===== src/hdl/tapehw_pkg.sv =====
// ----------------------------------------------------------------------------
// tapehw_pkg: shared types and constants of the half-wave encoder
// Action codes, register indexes, field widths and the command that the
// front part hands through the queue to the back part.
// ----------------------------------------------------------------------------
package tapehw_pkg;

  localparam int ACTION_W   = 2;
  localparam int VALUE_W    = 16;
  localparam int SYNC_W     = 5;
  localparam int LEVEL_W    = 16;
  localparam int LEN_W      = 8;
  localparam int AMP_W      = 15;
  localparam int CFG_IDX_W  = 2;
  localparam int CFG_DATA_W = 15;

  // Longest burst is a sync run: 31 short half-waves plus the long one.
  localparam int PAT_W      = 32;
  localparam int COUNT_W    = 6;

  localparam int FIFO_DEPTH = 2;
  localparam int FIFO_AW    = 1;

  localparam logic [ACTION_W-1:0] ACT_SYNC  = 2'd0;
  localparam logic [ACTION_W-1:0] ACT_WORD  = 2'd1;
  localparam logic [ACTION_W-1:0] ACT_CHECK = 2'd2;
  localparam logic [ACTION_W-1:0] ACT_BYTE  = 2'd3;

  localparam logic [CFG_IDX_W-1:0] REG_SHORT = 2'd0;
  localparam logic [CFG_IDX_W-1:0] REG_LONG  = 2'd1;
  localparam logic [CFG_IDX_W-1:0] REG_AMP   = 2'd2;

  localparam logic [LEN_W-1:0] SHORT_RESET = 8'd13;
  localparam logic [LEN_W-1:0] LONG_RESET  = 8'd26;
  localparam logic [AMP_W-1:0] AMP_RESET   = 15'd10000;

  // Bits to send, MSB first, and how many of them.
  typedef struct packed {
    logic [PAT_W-1:0]   bits;
    logic [COUNT_W-1:0] count;
  } tapehw_cmd_t;

  typedef struct packed {
    logic [LEN_W-1:0] short_len;
    logic [LEN_W-1:0] long_len;
    logic [AMP_W-1:0] amp;
  } tapehw_cfg_t;

  // Queue state seen by both sides.
  typedef struct packed {
    logic full;
    logic empty;
  } tapehw_qstat_t;

endpackage


===== src/hdl/tapehw_if.sv =====
// ----------------------------------------------------------------------------
// tapehw_if: channel interfaces of the half-wave encoder
// Input item channel, half-wave result channel and register write channel.
// ----------------------------------------------------------------------------
interface tapehw_in_if;
  logic                            valid;
  logic                            ready;
  logic [tapehw_pkg::ACTION_W-1:0] action;
  logic [tapehw_pkg::VALUE_W-1:0]  value;
  logic [tapehw_pkg::SYNC_W-1:0]   sync_count;

  modport source (output valid, action, value, sync_count, input ready);
  modport sink   (input valid, action, value, sync_count, output ready);
endinterface

interface tapehw_out_if;
  logic                                  valid;
  logic                                  ready;
  logic signed [tapehw_pkg::LEVEL_W-1:0] level;
  logic [tapehw_pkg::LEN_W-1:0]          duration;
  logic                                  last;

  modport source (output valid, level, duration, last, input ready);
  modport sink   (input valid, level, duration, last, output ready);
endinterface

interface tapehw_cfg_if;
  logic                              valid;
  logic                              ready;
  logic [tapehw_pkg::CFG_IDX_W-1:0]  index;
  logic [tapehw_pkg::CFG_DATA_W-1:0] data;

  modport source (output valid, index, data, input ready);
  modport sink   (input valid, index, data, output ready);
endinterface


===== src/hdl/tapehw_front.sv =====
// ----------------------------------------------------------------------------
// tapehw_front: item intake and classification
// Turns each input item into a bit pattern and count, keeps the checksum.
// ----------------------------------------------------------------------------
module tapehw_front (
  input  logic                    clk,
  input  logic                    rst_n,
  tapehw_in_if.sink               in_ch,
  input  tapehw_pkg::tapehw_qstat_t qstat_i,
  output logic                    push_o,
  output tapehw_pkg::tapehw_cmd_t cmd_o
);
  import tapehw_pkg::*;

  logic [VALUE_W-1:0] checksum_r;
  logic [VALUE_W-1:0] checksum_nxt;
  logic               accept;

  assign in_ch.ready = !qstat_i.full;
  assign accept      = in_ch.valid && in_ch.ready;
  assign push_o      = accept;

  always_comb begin
    checksum_nxt = checksum_r;
    cmd_o.bits   = '0;
    cmd_o.count  = '0;
    unique case (in_ch.action)
      ACT_SYNC: begin
        // ones in the top sync_count places, then the closing zero
        cmd_o.bits  = ~({PAT_W{1'b1}} >> in_ch.sync_count);
        cmd_o.count = COUNT_W'(in_ch.sync_count) + COUNT_W'(1);
      end
      ACT_WORD: begin
        cmd_o.bits   = {in_ch.value[7:0], in_ch.value[15:8], 16'h0};
        cmd_o.count  = COUNT_W'(16);
        checksum_nxt = checksum_r + in_ch.value;
      end
      ACT_CHECK: begin
        cmd_o.bits   = {checksum_r[7:0], checksum_r[15:8], 16'h0};
        cmd_o.count  = COUNT_W'(16);
        checksum_nxt = '0;
      end
      default: begin
        cmd_o.bits  = {in_ch.value[7:0], 24'h0};
        cmd_o.count = COUNT_W'(8);
      end
    endcase
  end

  always_ff @(posedge clk) begin
    if (!rst_n) begin
      checksum_r <= '0;
    end else if (accept) begin
      checksum_r <= checksum_nxt;
    end
  end

endmodule


===== src/hdl/tapehw_fifo.sv =====
// ----------------------------------------------------------------------------
// tapehw_fifo: command queue
// Short queue between intake and half-wave generation.
// ----------------------------------------------------------------------------
module tapehw_fifo (
  input  logic                      clk,
  input  logic                      rst_n,
  input  logic                      push_i,
  input  tapehw_pkg::tapehw_cmd_t   wr_data_i,
  input  logic                      pop_i,
  output tapehw_pkg::tapehw_cmd_t   rd_data_o,
  output tapehw_pkg::tapehw_qstat_t qstat_o
);
  import tapehw_pkg::*;

  tapehw_cmd_t        mem_r [FIFO_DEPTH];
  logic [FIFO_AW-1:0] wr_ptr_r;
  logic [FIFO_AW-1:0] rd_ptr_r;
  logic [FIFO_AW:0]   count_r;
  logic               do_push;
  logic               do_pop;

  assign qstat_o.full  = (count_r == (FIFO_AW+1)'(FIFO_DEPTH));
  assign qstat_o.empty = (count_r == '0);
  assign do_push       = push_i && !qstat_o.full;
  assign do_pop        = pop_i && !qstat_o.empty;
  assign rd_data_o     = mem_r[rd_ptr_r];

  always_ff @(posedge clk) begin
    if (do_push) begin
      mem_r[wr_ptr_r] <= wr_data_i;
    end
  end

  always_ff @(posedge clk) begin
    if (!rst_n) begin
      wr_ptr_r <= '0;
      rd_ptr_r <= '0;
      count_r  <= '0;
    end else begin
      if (do_push) begin
        wr_ptr_r <= wr_ptr_r + FIFO_AW'(1);
      end
      if (do_pop) begin
        rd_ptr_r <= rd_ptr_r + FIFO_AW'(1);
      end
      if (do_push && !do_pop) begin
        count_r <= count_r + (FIFO_AW+1)'(1);
      end else if (do_pop && !do_push) begin
        count_r <= count_r - (FIFO_AW+1)'(1);
      end
    end
  end

endmodule


===== src/hdl/tapehw_back.sv =====
// ----------------------------------------------------------------------------
// tapehw_back: half-wave generation
// Shifts out one command bit per half-wave with alternating polarity.
// ----------------------------------------------------------------------------
module tapehw_back (
  input  logic                      clk,
  input  logic                      rst_n,
  input  tapehw_pkg::tapehw_cfg_t   cfg_i,
  input  tapehw_pkg::tapehw_qstat_t qstat_i,
  input  tapehw_pkg::tapehw_cmd_t   cmd_i,
  output logic                      pop_o,
  tapehw_out_if.source              out_ch
);
  import tapehw_pkg::*;

  logic                      busy_r;
  logic [PAT_W-1:0]          bits_r;
  logic [COUNT_W-1:0]        remain_r;
  logic                      neg_r;
  logic                      out_valid_r;
  logic signed [LEVEL_W-1:0] level_r;
  logic [LEN_W-1:0]          dur_r;
  logic                      last_r;
  logic                      advance;
  logic                      emit;
  logic                      final_wave;
  logic [LEVEL_W-1:0]        mag;

  assign advance    = !out_valid_r || out_ch.ready;
  assign emit       = busy_r && advance;
  assign final_wave = (remain_r == COUNT_W'(1));
  // load the next command as the current one sends its final half-wave
  assign pop_o      = !qstat_i.empty && (!busy_r || (emit && final_wave));
  assign mag        = {1'b0, cfg_i.amp};

  assign out_ch.valid    = out_valid_r;
  assign out_ch.level    = level_r;
  assign out_ch.duration = dur_r;
  assign out_ch.last     = last_r;

  always_ff @(posedge clk) begin
    if (!rst_n) begin
      busy_r      <= 1'b0;
      remain_r    <= '0;
      neg_r       <= 1'b0;
      out_valid_r <= 1'b0;
    end else begin
      if (pop_o) begin
        busy_r   <= 1'b1;
        bits_r   <= cmd_i.bits;
        remain_r <= cmd_i.count;
      end else if (emit) begin
        bits_r   <= bits_r << 1;
        remain_r <= remain_r - COUNT_W'(1);
        if (final_wave) begin
          busy_r <= 1'b0;
        end
      end
      if (advance) begin
        out_valid_r <= emit;
      end
      if (emit) begin
        neg_r   <= !neg_r;
        level_r <= neg_r ? LEVEL_W'(-mag) : mag;
        dur_r   <= bits_r[PAT_W-1] ? cfg_i.short_len : cfg_i.long_len;
        last_r  <= final_wave;
      end
    end
  end

endmodule


===== src/hdl/tape_halfwave_block_encoder.sv =====
// ----------------------------------------------------------------------------
// tape_halfwave_block_encoder: cassette half-wave bit encoder
// Turns sync runs, checksummed words, checksum words and bytes into a
// stream of half-waves of alternating polarity.
// ----------------------------------------------------------------------------
// Usage:
//   in_ch  - one transfer per item: action, value, sync_count.
//   out_ch - one transfer per half-wave: signed level, duration in samples,
//            and last, set on the final half-wave of each item.
//   cfg_ch - register writes (short length, long length, amplitude); always
//            ready; the user writes only while the encoder is idle, unchecked.
// Path: the first half-wave of an item passes the queue, the command shift
//   register and the output register before it is offered on out_ch.
// Throughput: one half-wave per cycle while out_ch.ready stays high; an item
//   has 16 half-waves for a word, 8 for a byte and sync_count + 1 for a sync
//   run, all from the single shift register of the back part. Back-to-back
//   items follow without a gap since the next command loads with the final
//   half-wave of the current one.
// Reset: polarity positive, checksum zero, registers 13 / 26 / 10000, queue
//   empty, no result pending.
// Stall: while out_ch.ready is low the output register holds its half-wave
//   and the back part waits; intake continues until the two-entry queue is
//   full, then in_ch.ready drops.
// ----------------------------------------------------------------------------
module tape_halfwave_block_encoder (
  input  logic          clk,
  input  logic          rst_n,
  tapehw_in_if.sink     in_ch,
  tapehw_out_if.source  out_ch,
  tapehw_cfg_if.sink    cfg_ch
);
  import tapehw_pkg::*;

  tapehw_cfg_t   cfg_r;
  tapehw_qstat_t qstat;
  tapehw_cmd_t   push_cmd;
  tapehw_cmd_t   pop_cmd;
  logic          push;
  logic          pop;
  logic          cfg_write;

  // Register writes: always take them, ignore indexes beyond the list.
  assign cfg_ch.ready = 1'b1;
  assign cfg_write    = cfg_ch.valid && cfg_ch.ready;

  always_ff @(posedge clk) begin
    if (!rst_n) begin
      cfg_r.short_len <= SHORT_RESET;
      cfg_r.long_len  <= LONG_RESET;
      cfg_r.amp       <= AMP_RESET;
    end else if (cfg_write) begin
      unique case (cfg_ch.index)
        REG_SHORT: cfg_r.short_len <= cfg_ch.data[LEN_W-1:0];
        REG_LONG:  cfg_r.long_len  <= cfg_ch.data[LEN_W-1:0];
        REG_AMP:   cfg_r.amp       <= cfg_ch.data[AMP_W-1:0];
        default:   ;
      endcase
    end
  end

  // Front: classify each item into a bit pattern, update the checksum.
  tapehw_front u_front (
    .clk     (clk),
    .rst_n   (rst_n),
    .in_ch   (in_ch),
    .qstat_i (qstat),
    .push_o  (push),
    .cmd_o   (push_cmd)
  );

  // Queue: decouple intake from half-wave generation.
  tapehw_fifo u_fifo (
    .clk       (clk),
    .rst_n     (rst_n),
    .push_i    (push),
    .wr_data_i (push_cmd),
    .pop_i     (pop),
    .rd_data_o (pop_cmd),
    .qstat_o   (qstat)
  );

  // Back: one half-wave per cycle into the output register unless stalled.
  tapehw_back u_back (
    .clk     (clk),
    .rst_n   (rst_n),
    .cfg_i   (cfg_r),
    .qstat_i (qstat),
    .cmd_i   (pop_cmd),
    .pop_o   (pop),
    .out_ch  (out_ch)
  );

  // Queue can never be both full and empty.
  a_qstat_sane: assert property (@(posedge clk) disable iff (!rst_n)
    !(qstat.full && qstat.empty))
    else $error("queue reports full and empty at once");

  // Reset leaves no result pending.
  a_reset_idle: assert property (@(posedge clk)
    !rst_n |=> !out_ch.valid)
    else $error("result offered right after reset");

  // Amplitude write lands in the register.
  a_amp_write: assert property (@(posedge clk) disable iff (!rst_n)
    (cfg_write && cfg_ch.index == REG_AMP) |=> cfg_r.amp == $past(cfg_ch.data))
    else $error("amplitude write lost");

  // Never pop an empty queue.
  a_no_empty_pop: assert property (@(posedge clk) disable iff (!rst_n)
    pop |-> !qstat.empty)
    else $error("command popped from empty queue");

endmodule


===== src/flat_wrapper.sv =====
// flat-port wrapper written by rule: the top's interface ports become plain ports
module tape_halfwave_block_encoder_flat import tapehw_pkg::*;
  (clk, rst_n, in_ch_valid, in_ch_action, in_ch_value, in_ch_sync_count, in_ch_ready, out_ch_valid, out_ch_level, out_ch_duration, out_ch_last, out_ch_ready, cfg_ch_valid, cfg_ch_index, cfg_ch_data, cfg_ch_ready);
  tapehw_in_if in_ch_i ();
  tapehw_out_if out_ch_i ();
  tapehw_cfg_if cfg_ch_i ();
  input  logic clk;
  input  logic rst_n;
  input wire logic [$bits(in_ch_i.valid)-1:0] in_ch_valid;
  input wire logic [$bits(in_ch_i.action)-1:0] in_ch_action;
  input wire logic [$bits(in_ch_i.value)-1:0] in_ch_value;
  input wire logic [$bits(in_ch_i.sync_count)-1:0] in_ch_sync_count;
  output wire logic [$bits(in_ch_i.ready)-1:0] in_ch_ready;
  output wire logic [$bits(out_ch_i.valid)-1:0] out_ch_valid;
  output wire logic [$bits(out_ch_i.level)-1:0] out_ch_level;
  output wire logic [$bits(out_ch_i.duration)-1:0] out_ch_duration;
  output wire logic [$bits(out_ch_i.last)-1:0] out_ch_last;
  input wire logic [$bits(out_ch_i.ready)-1:0] out_ch_ready;
  input wire logic [$bits(cfg_ch_i.valid)-1:0] cfg_ch_valid;
  input wire logic [$bits(cfg_ch_i.index)-1:0] cfg_ch_index;
  input wire logic [$bits(cfg_ch_i.data)-1:0] cfg_ch_data;
  output wire logic [$bits(cfg_ch_i.ready)-1:0] cfg_ch_ready;
  assign in_ch_i.valid = in_ch_valid;
  assign in_ch_i.action = in_ch_action;
  assign in_ch_i.value = in_ch_value;
  assign in_ch_i.sync_count = in_ch_sync_count;
  assign in_ch_ready = in_ch_i.ready;
  assign out_ch_valid = out_ch_i.valid;
  assign out_ch_level = out_ch_i.level;
  assign out_ch_duration = out_ch_i.duration;
  assign out_ch_last = out_ch_i.last;
  assign out_ch_i.ready = out_ch_ready;
  assign cfg_ch_i.valid = cfg_ch_valid;
  assign cfg_ch_i.index = cfg_ch_index;
  assign cfg_ch_i.data = cfg_ch_data;
  assign cfg_ch_ready = cfg_ch_i.ready;
  tape_halfwave_block_encoder u_core (.clk(clk), .rst_n(rst_n), .in_ch(in_ch_i), .out_ch(out_ch_i), .cfg_ch(cfg_ch_i));
endmodule

===== config.mk =====
export PLATFORM = sky130hd
export DESIGN_NAME = tape_halfwave_block_encoder_flat
export DESIGN_NICKNAME = d
export VERILOG_FILES = /design/src/hdl/tapehw_pkg.sv /design/src/hdl/tapehw_if.sv /design/src/hdl/tapehw_front.sv /design/src/hdl/tapehw_fifo.sv /design/src/hdl/tapehw_back.sv /design/src/hdl/tape_halfwave_block_encoder.sv /design/src/flat_wrapper.sv
export SDC_FILE = /design/constraint.sdc
export NUM_CORES = 1
export LEC_CHECK = 0
export BUFFER_PORTS_ARGS = -buffer_cell sky130_fd_sc_hd__buf_4
export CAP_MARGIN = 25
export CORE_ASPECT_RATIO = 1.1
export CORE_UTILIZATION = 55
export CTS_BUF_LIST = sky130_fd_sc_hd__clkbuf_8
export DETAILED_ROUTE_END_ITERATION = 7
export PLACE_DENSITY = 0.74
export SKIP_CTS_REPAIR_TIMING = 1
export SYNTH_ARGS = -nofsm -noshare
export SYNTH_HDL_FRONTEND = slang
export SYNTH_HIERARCHICAL = 1
export SYNTH_SLANG_ARGS = --single-unit

===== constraint.sdc =====
create_clock -name clk -period 5 [get_ports clk]
set_input_delay 0.5 -clock clk [delete_from_list [all_inputs] [get_ports clk]]
set_output_delay 0.5 -clock clk [all_outputs]
set_load 0.01 [all_outputs]

==> results.py, run 1 <==
metrics = {
    "grt": {
        "use_met2": 0.3947,
        "grt_pass1_vias": 6191,
        "grtUsageMet3": 0.04141,
        "grt_overflow": 0,
        "grt_max_degree": 69,
        "grtUsageTotal": 0.2195,
        "grt_antenna_before_repair": 0,
        "grt_first_pass_wirelength_mm": 30.06,
        "met1_usage": 0.2584,
        "busiest_layer": "met2",
    },
    "routing": {
        "via_per_inst": 5.858,
        "antenna_left": 0,
        "dr_total_vias": 6004,
        "drc_errors": 0,
        "routedWlPerCell_um": 17.98,
        "first_iter_violations": 447,
        "wirelength_mm": 18.43,
        "dr.pass1.iters": 8,
    },
    "layout": {
        "fill_cells": 1255,
        "drive_above_1_share": 0.2448,
        "nets": 880,
        "final_cell_mix": "edfxtp_1, mux2_2, buf_4",
        "n_antenna_cell": 0,
        "area_growth_pct": 11.17,
        "layout_commonest_cell": "edfxtp_1",
        "final_cell_area_mm2": 0.01032,
    },
    "timing": {
        "fmax_mhz": 373.6,
        "final_hold_viol_count": 0,
        "slew_viol_final": 0,
        "period_minus_slack_ns": 2.677,
        "min_period_over_period": 0.5354,
        "timing.setup.tns_ns": 0,
        "max_slew_margin": 0.4483,
        "setup_viol": 0,
        "rsz0062_at_grt": "no",
        "max_slew.worst_pin.slew_ns": 0.8276,
        "finClkSkew_ns": 0.01171,
    },
    "synthesis": {
        "async_flop_share": 0,
        "yosys_warnings": 6,
        "synth_edf_count": 133,
        "synth_top_area_frac": 0.4302,
        "yosys-top-cells-area": "edfxtp_1, dfxtp_1, mux2_2",
        "yosysSeqAreaShare": 0.5617,
        "yosys.area.top_type": "edfxtp_1",
        "syn-cell-area_mm2": 0.009284,
        "synth.distinct_cells": 67,
        "yosys_register_bits": 194,
        "synthCells": 757,
        "postSynthAreaPerCell_um2": 12.26,
        "postSynthNetCount": 829,
        "synthFlopType": "edfxtp_1",
    },
    "cts": {
        "cts_max_path_buffers": 2,
        "path_clk_slew_ns": 0.09,
        "cts_buffers": 17,
        "htreeDepth": 4,
        "cts_tree": "done",
        "cts.sink_count": 194,
        "clockRootBuffer": "clkbuf_8",
        "worst_skew_pair.late_latency_ns": 0.45,
    },
    "setup_path": {
        "startpoint_type": "register",
        "critPathMaxFanout": 42,
        "crit_type": "register to register",
        "cp-end-kind": "register",
        "r2r_slack_ns": 2.32,
        "crit_required_ns": 5.38,
        "arrival_ns": 3.06,
    },
    "run_status": {
        "status": "finished, final reports clean",
    },
    "floorplanning": {
        "die_y_um": 138.3,
        "io_pins": 73,
        "die_w_um": 125.9,
        "dieArea_mm2": 0.01740,
        "rows": 49,
        "initial_core_util": 0.5650,
        "core_mm2": 0.01643,
    },
    "run": {
        "drv_cap": 0,
    },
    "place": {
        "numPortBuffers": 71,
        "dp.final_hpwl_mm": 12.61,
        "gp_congestion": 0.9165,
        "place_area_mm2": 0.009931,
    },
    "worst_hold_path": {
        "hold_path.class": "input port to register",
    },
    "pwr": {
        "leakage_nw": 3.888,
        "peakVddDrop_v": 0.0002587,
        "p_per_area_mw_per_mm2": 466.0,
    },
}
## cell type report
class | instances | area (um2) | area share
Multi-Input combinational cell | 490 | 3757 | 0.3640
Timing Repair Buffer | 77 | 598.1 | 0.05795
Clock inverter | 15 | 156.4 | 0.01515
Tap cell | 204 | 255.2 | 0.02473
Sequential cell | 194 | 5215 | 0.5053
Inverter | 28 | 105.1 | 0.01018
Clock buffer | 17 | 234.0 | 0.02267
## per-layer routing
metal | wire [um] | up-vias
met5 | 0 | -
met4 | 289 | 0
met3 | 875 | 26
met2 | 9726 | 186
met1 | 7536 | 2905
li1 | - | 2887
## sequential cells by signal (all words and copies together) (netlist names), named ones only
signal / cells
u_core/cfg_r: 31
u_core/u_front/checksum_r: 16
u_core/u_back/out_ch.level: 16
u_core/u_back/remain_r: 6
u_core/u_back/neg_r: 1
u_core/u_fifo/mem_r: 76
u_core/u_fifo/rd_ptr_r: 1
u_core/u_fifo/count_r: 2
u_core/u_back/out_ch.last: 1
u_core/u_fifo/wr_ptr_r: 1
u_core/u_back/out_ch.duration: 8
u_core/u_back/out_ch.valid: 1
u_core/u_back/bits_r: 32
u_core/u_back/busy_r: 1
## synth_stat cells (3+ instances only)
| cell | count |
|---|---|
| o31ai_1 | 4 |
| o21ai_1 | 5 |
| nand3_1 | 7 |
| xor2_1 | 12 |
| edfxtp_1 | 133 |
| xnor2_1 | 25 |
| buf_4 | 9 |
| nand4_1 | 6 |
| a222oi_1 | 7 |
| mux2_2 | 77 |
| nand2b_1 | 7 |
| o21a_1 | 5 |
| a21boi_0 | 3 |
| nand2_1 | 64 |
| nand4b_1 | 6 |
| a21o_1 | 4 |
| o21bai_1 | 3 |
| and2_1 | 9 |
| nor3_1 | 7 |
| o21ai_0 | 26 |
| nor2_1 | 27 |
| a21oi_1 | 43 |
| o211ai_1 | 10 |
| buf_2 | 7 |
| ha_1 | 26 |
| a22oi_1 | 5 |
| dfxtp_1 | 61 |
| clkbuf_1 | 25 |
| inv_1 | 27 |
| mux2i_1 | 25 |
| nor2b_1 | 19 |
| a22o_1 | 9 |
| or3_1 | 5 |
| o31a_1 | 3 |
## final timing paths
path | startpoint | end | cells past startpoint
max reg2reg | u_core/u_back/remain_r[0] | u_core/u_fifo/count_r[1] | 9
min | cfg_ch_data[14] | u_core/cfg_r[14] | 3
max | u_core/u_back/remain_r[0] | u_core/u_fifo/count_r[1] | 9
min reg2reg | u_core/cfg_r[24] | u_core/cfg_r[24] | 2
## cells by family after synthesis
logic type,after synthesis,share of synthesized area
fa+ha+maj,27,0.03720
xor+xnor,37,0.03491
mux,102,0.1204
compound gates,143,0.1061
buf+inv,73,0.03585
simple gates,179,0.1031
flops,194,0.5617
other cells,2,0.0008089
## power breakdown
| group | internal, W | switching [W] | total [W] |
|---|---|---|---|
| clock network | 0.000450 | 0.000550 | 0.00100 |
| registers | 0.00217 | 0.000163 | 0.00234 |
| logic | 0.000712 | 0.000760 | 0.00147 |
## critical path, cell delays in order (launching register included)
cell	delay (ns)
dfxtp_1	0.42
ha_1	0.19
nor4b_1	0.44
a31oi_4	0.12
buf_4	0.30
inv_1	0.12
o21ai_1	0.10
ha_1	0.33
or3_1	0.37
a21boi_1	0.18
## metrics by stage
step                      std cells  power [W]  hold WS [ns]  setup slack (ns)  utilization
after floorplan                 757   0.003443        0.4313             2.164            -
after global placement          992   0.003760        0.4412             2.435       0.6027
after detailed placement        993   0.003847        0.4517             2.242       0.6044
after CTS                      1025   0.004847        0.2748             2.308       0.6282
after global routing           1025   0.005068        0.2779             2.171       0.6282
final                          1025   0.004809        0.3009             2.323       0.6282
Power figures use the tool's default switching activity.
==> inputs of run 2 (changes only) <==
Clock period 5 ns to 2.74 ns, I/O delays scaled along.
==> results.py, run 2 (synthesis results as in run 1) <==
metrics = {
    "run": {
        "drv_cap": 0,
    },
    "pwr": {
        "power_w": 0.008686,
        "combPwrFrac": 0.308,
        "peakVddDrop_v": 0.0004387,
        "intPower_w": 0.005985,
        "p_seq_frac": 0.491,
        "power.switching_w": 0.002701,
        "leakage_nw": 3.891,
        "p_sw_frac": 0.3109,
        "power_frac_clock": 0.202,
        "p_per_area_mw_per_mm2": 842.1,
    },
    "place": {
        "dp_slack_ns": 0.4284,
        "dp.final_hpwl_mm": 12.92,
        "gp_congestion": 0.8645,
        "numPortBuffers": 71,
    },
    "layout": {
        "fill_cells": 1299,
        "area_growth_pct": 11.11,
        "top_regs": "u_core/u_fifo/mem_r: 76 flops, u_core/u_back/bits_r: 32 flops, u_core/cfg_r: 31 flops",
        "n_antenna_cell": 0,
        "final_cell_mix": "edfxtp_1, buf_4, mux2_2",
        "layout_commonest_cell": "edfxtp_1",
        "drive_above_1_share": 0.2470,
        "nets": 885,
        "largest_register": "u_core/u_fifo/mem_r",
        "largest_reg_flops": 76,
    },
    "grt": {
        "grt_antenna_before_repair": 0,
        "grtUsageTotal": 0.2254,
        "grt_first_pass_wirelength_mm": 30.58,
        "grt_pass1_vias": 6027,
        "grt_max_degree": 42,
        "grt_overflow": 0,
    },
    "worst_hold_path": {
        "hold_path.class": "input port to register",
        "min_from": "cfg_ch_data[12]",
    },
    "routing": {
        "via_per_inst": 5.909,
        "dr_total_vias": 6086,
        "wirelength_mm": 19.07,
        "antenna_left": 0,
        "drc_errors": 0,
        "dr.pass1.iters": 5,
        "routedWlPerCell_um": 18.52,
        "first_iter_violations": 373,
    },
    "floorplanning": {
        "dieArea_mm2": 0.01740,
        "rows": 49,
        "die_y_um": 138.3,
        "core_mm2": 0.01643,
        "initial_core_util": 0.5650,
        "io_pins": 73,
        "die_w_um": 125.9,
    },
    "setup_path": {
        "cp-end-kind": "register",
        "critPathMaxFanout": 5,
        "crit_start": "u_core/u_back/remain_r[0]",
        "r2r-start": "u_core/u_back/remain_r[0]",
        "crit_required_ns": 3.14,
        "r2r_slack_ns": 0.37,
        "arrival_ns": 2.76,
        "crit_type": "register to register",
        "startpoint_type": "register",
    },
    "timing": {
        "slew_viol_final": 0,
        "period_minus_slack_ns": 2.365,
        "max_slew.worst_pin.slew_ns": 0.7703,
        "setup_viol": 0,
        "fmax_mhz": 422.8,
        "final_hold_viol_count": 0,
        "hold_ws_ns": 0.06930,
        "max_slew_margin": 0.4865,
        "finClkSkew_ns": 0.01103,
        "min_period_over_period": 0.8633,
        "worst_slack_ns": 0.3747,
        "rsz0062_at_grt": "no",
        "timing.setup.tns_ns": 0,
    },
    "cts": {
        "path_clk_slew_ns": 0.10,
        "cts.sink_count": 194,
        "cts_tree": "done",
        "clockRootBuffer": "clkbuf_8",
        "cts_buffers": 17,
        "worst_skew_pair.late_latency_ns": 0.47,
        "htreeDepth": 4,
        "cts_max_path_buffers": 2,
    },
    "run_status": {
        "status": "finished, final reports clean",
    },
}
==> run 2: cell count changes in the layout (fill, tap and decap cells not counted) <==
| cell | previous run | this run |
|---|---|---|
| buf_16 | 1 | 0 |
| bufinv_16 | 2 | 1 |
| clkinv_4 | 1 | 3 |
| clkinvlp_2 | 1 | 0 |
| inv_6 | 5 | 4 |
| clkinv_1 | 1 | 4 |
| clkinv_2 | 1 | 0 |
| buf_4 | 76 | 82 |
| inv_1 | 28 | 27 |
==> run 2: final timing paths <==
kind                                                 end  cells past startpoint
worst max register to register  u_core/u_fifo/count_r[1]                      8
worst min register to register          u_core/cfg_r[15]                      2
worst max-delay path            u_core/u_fifo/count_r[1]                      8
worst min-delay path                    u_core/cfg_r[12]                      3
==> run 2: layout make-up <==
type                            count  area (um2)  area share
Clock buffer                       17       234.0     0.02268
Clock inverter                     15       132.6     0.01286
Inverter                           28       105.1     0.01019
Multi-Input combinational cell    490        3757      0.3643
Sequential cell                   194        5215      0.5056
Tap cell                          204       255.2     0.02475
Timing Repair Buffer               82       615.6     0.05968
==> run 2: per-stage QoR <==
step	utilization	cell area, um2	std cells
finish	0.6278	10310	1030
global route	0.6278	10310	1030
CTS	0.6278	10310	1030
detailed placement	0.6055	9948	998
global placement	0.6055	9948	998
floorplan	-	9290	757
==> run 2: power groups by stage <==
stage	registers [W]	clock network, W	logic, W
floorplan	0.00422	0	0.00206
global placement	0.00430	0	0.00260
detailed placement	0.00433	0	0.00267
CTS	0.00426	0.00179	0.00269
global route	0.00433	0.00190	0.00291
finish	0.00426	0.00175	0.00267
==> run 2: metal layers <==
layer	global-route usage	up-vias	wire length, um
li1	-	2893	-
met1	0.2795	2986	8235
met2	0.3942	184	9655
met3	0.04412	23	860
met4	0.07546	0	320
met5	0	-	0
==> run 2: worst max-delay path, cell delays in order (launching register included) <==
cell and delay (ns):
dfxtp_1 0.41, ha_1 0.19, nor4b_1 0.48, a31oi_4 0.15, inv_1 0.09, o21ai_1 0.10
ha_1 0.34, or3_1 0.37, a21boi_1 0.17
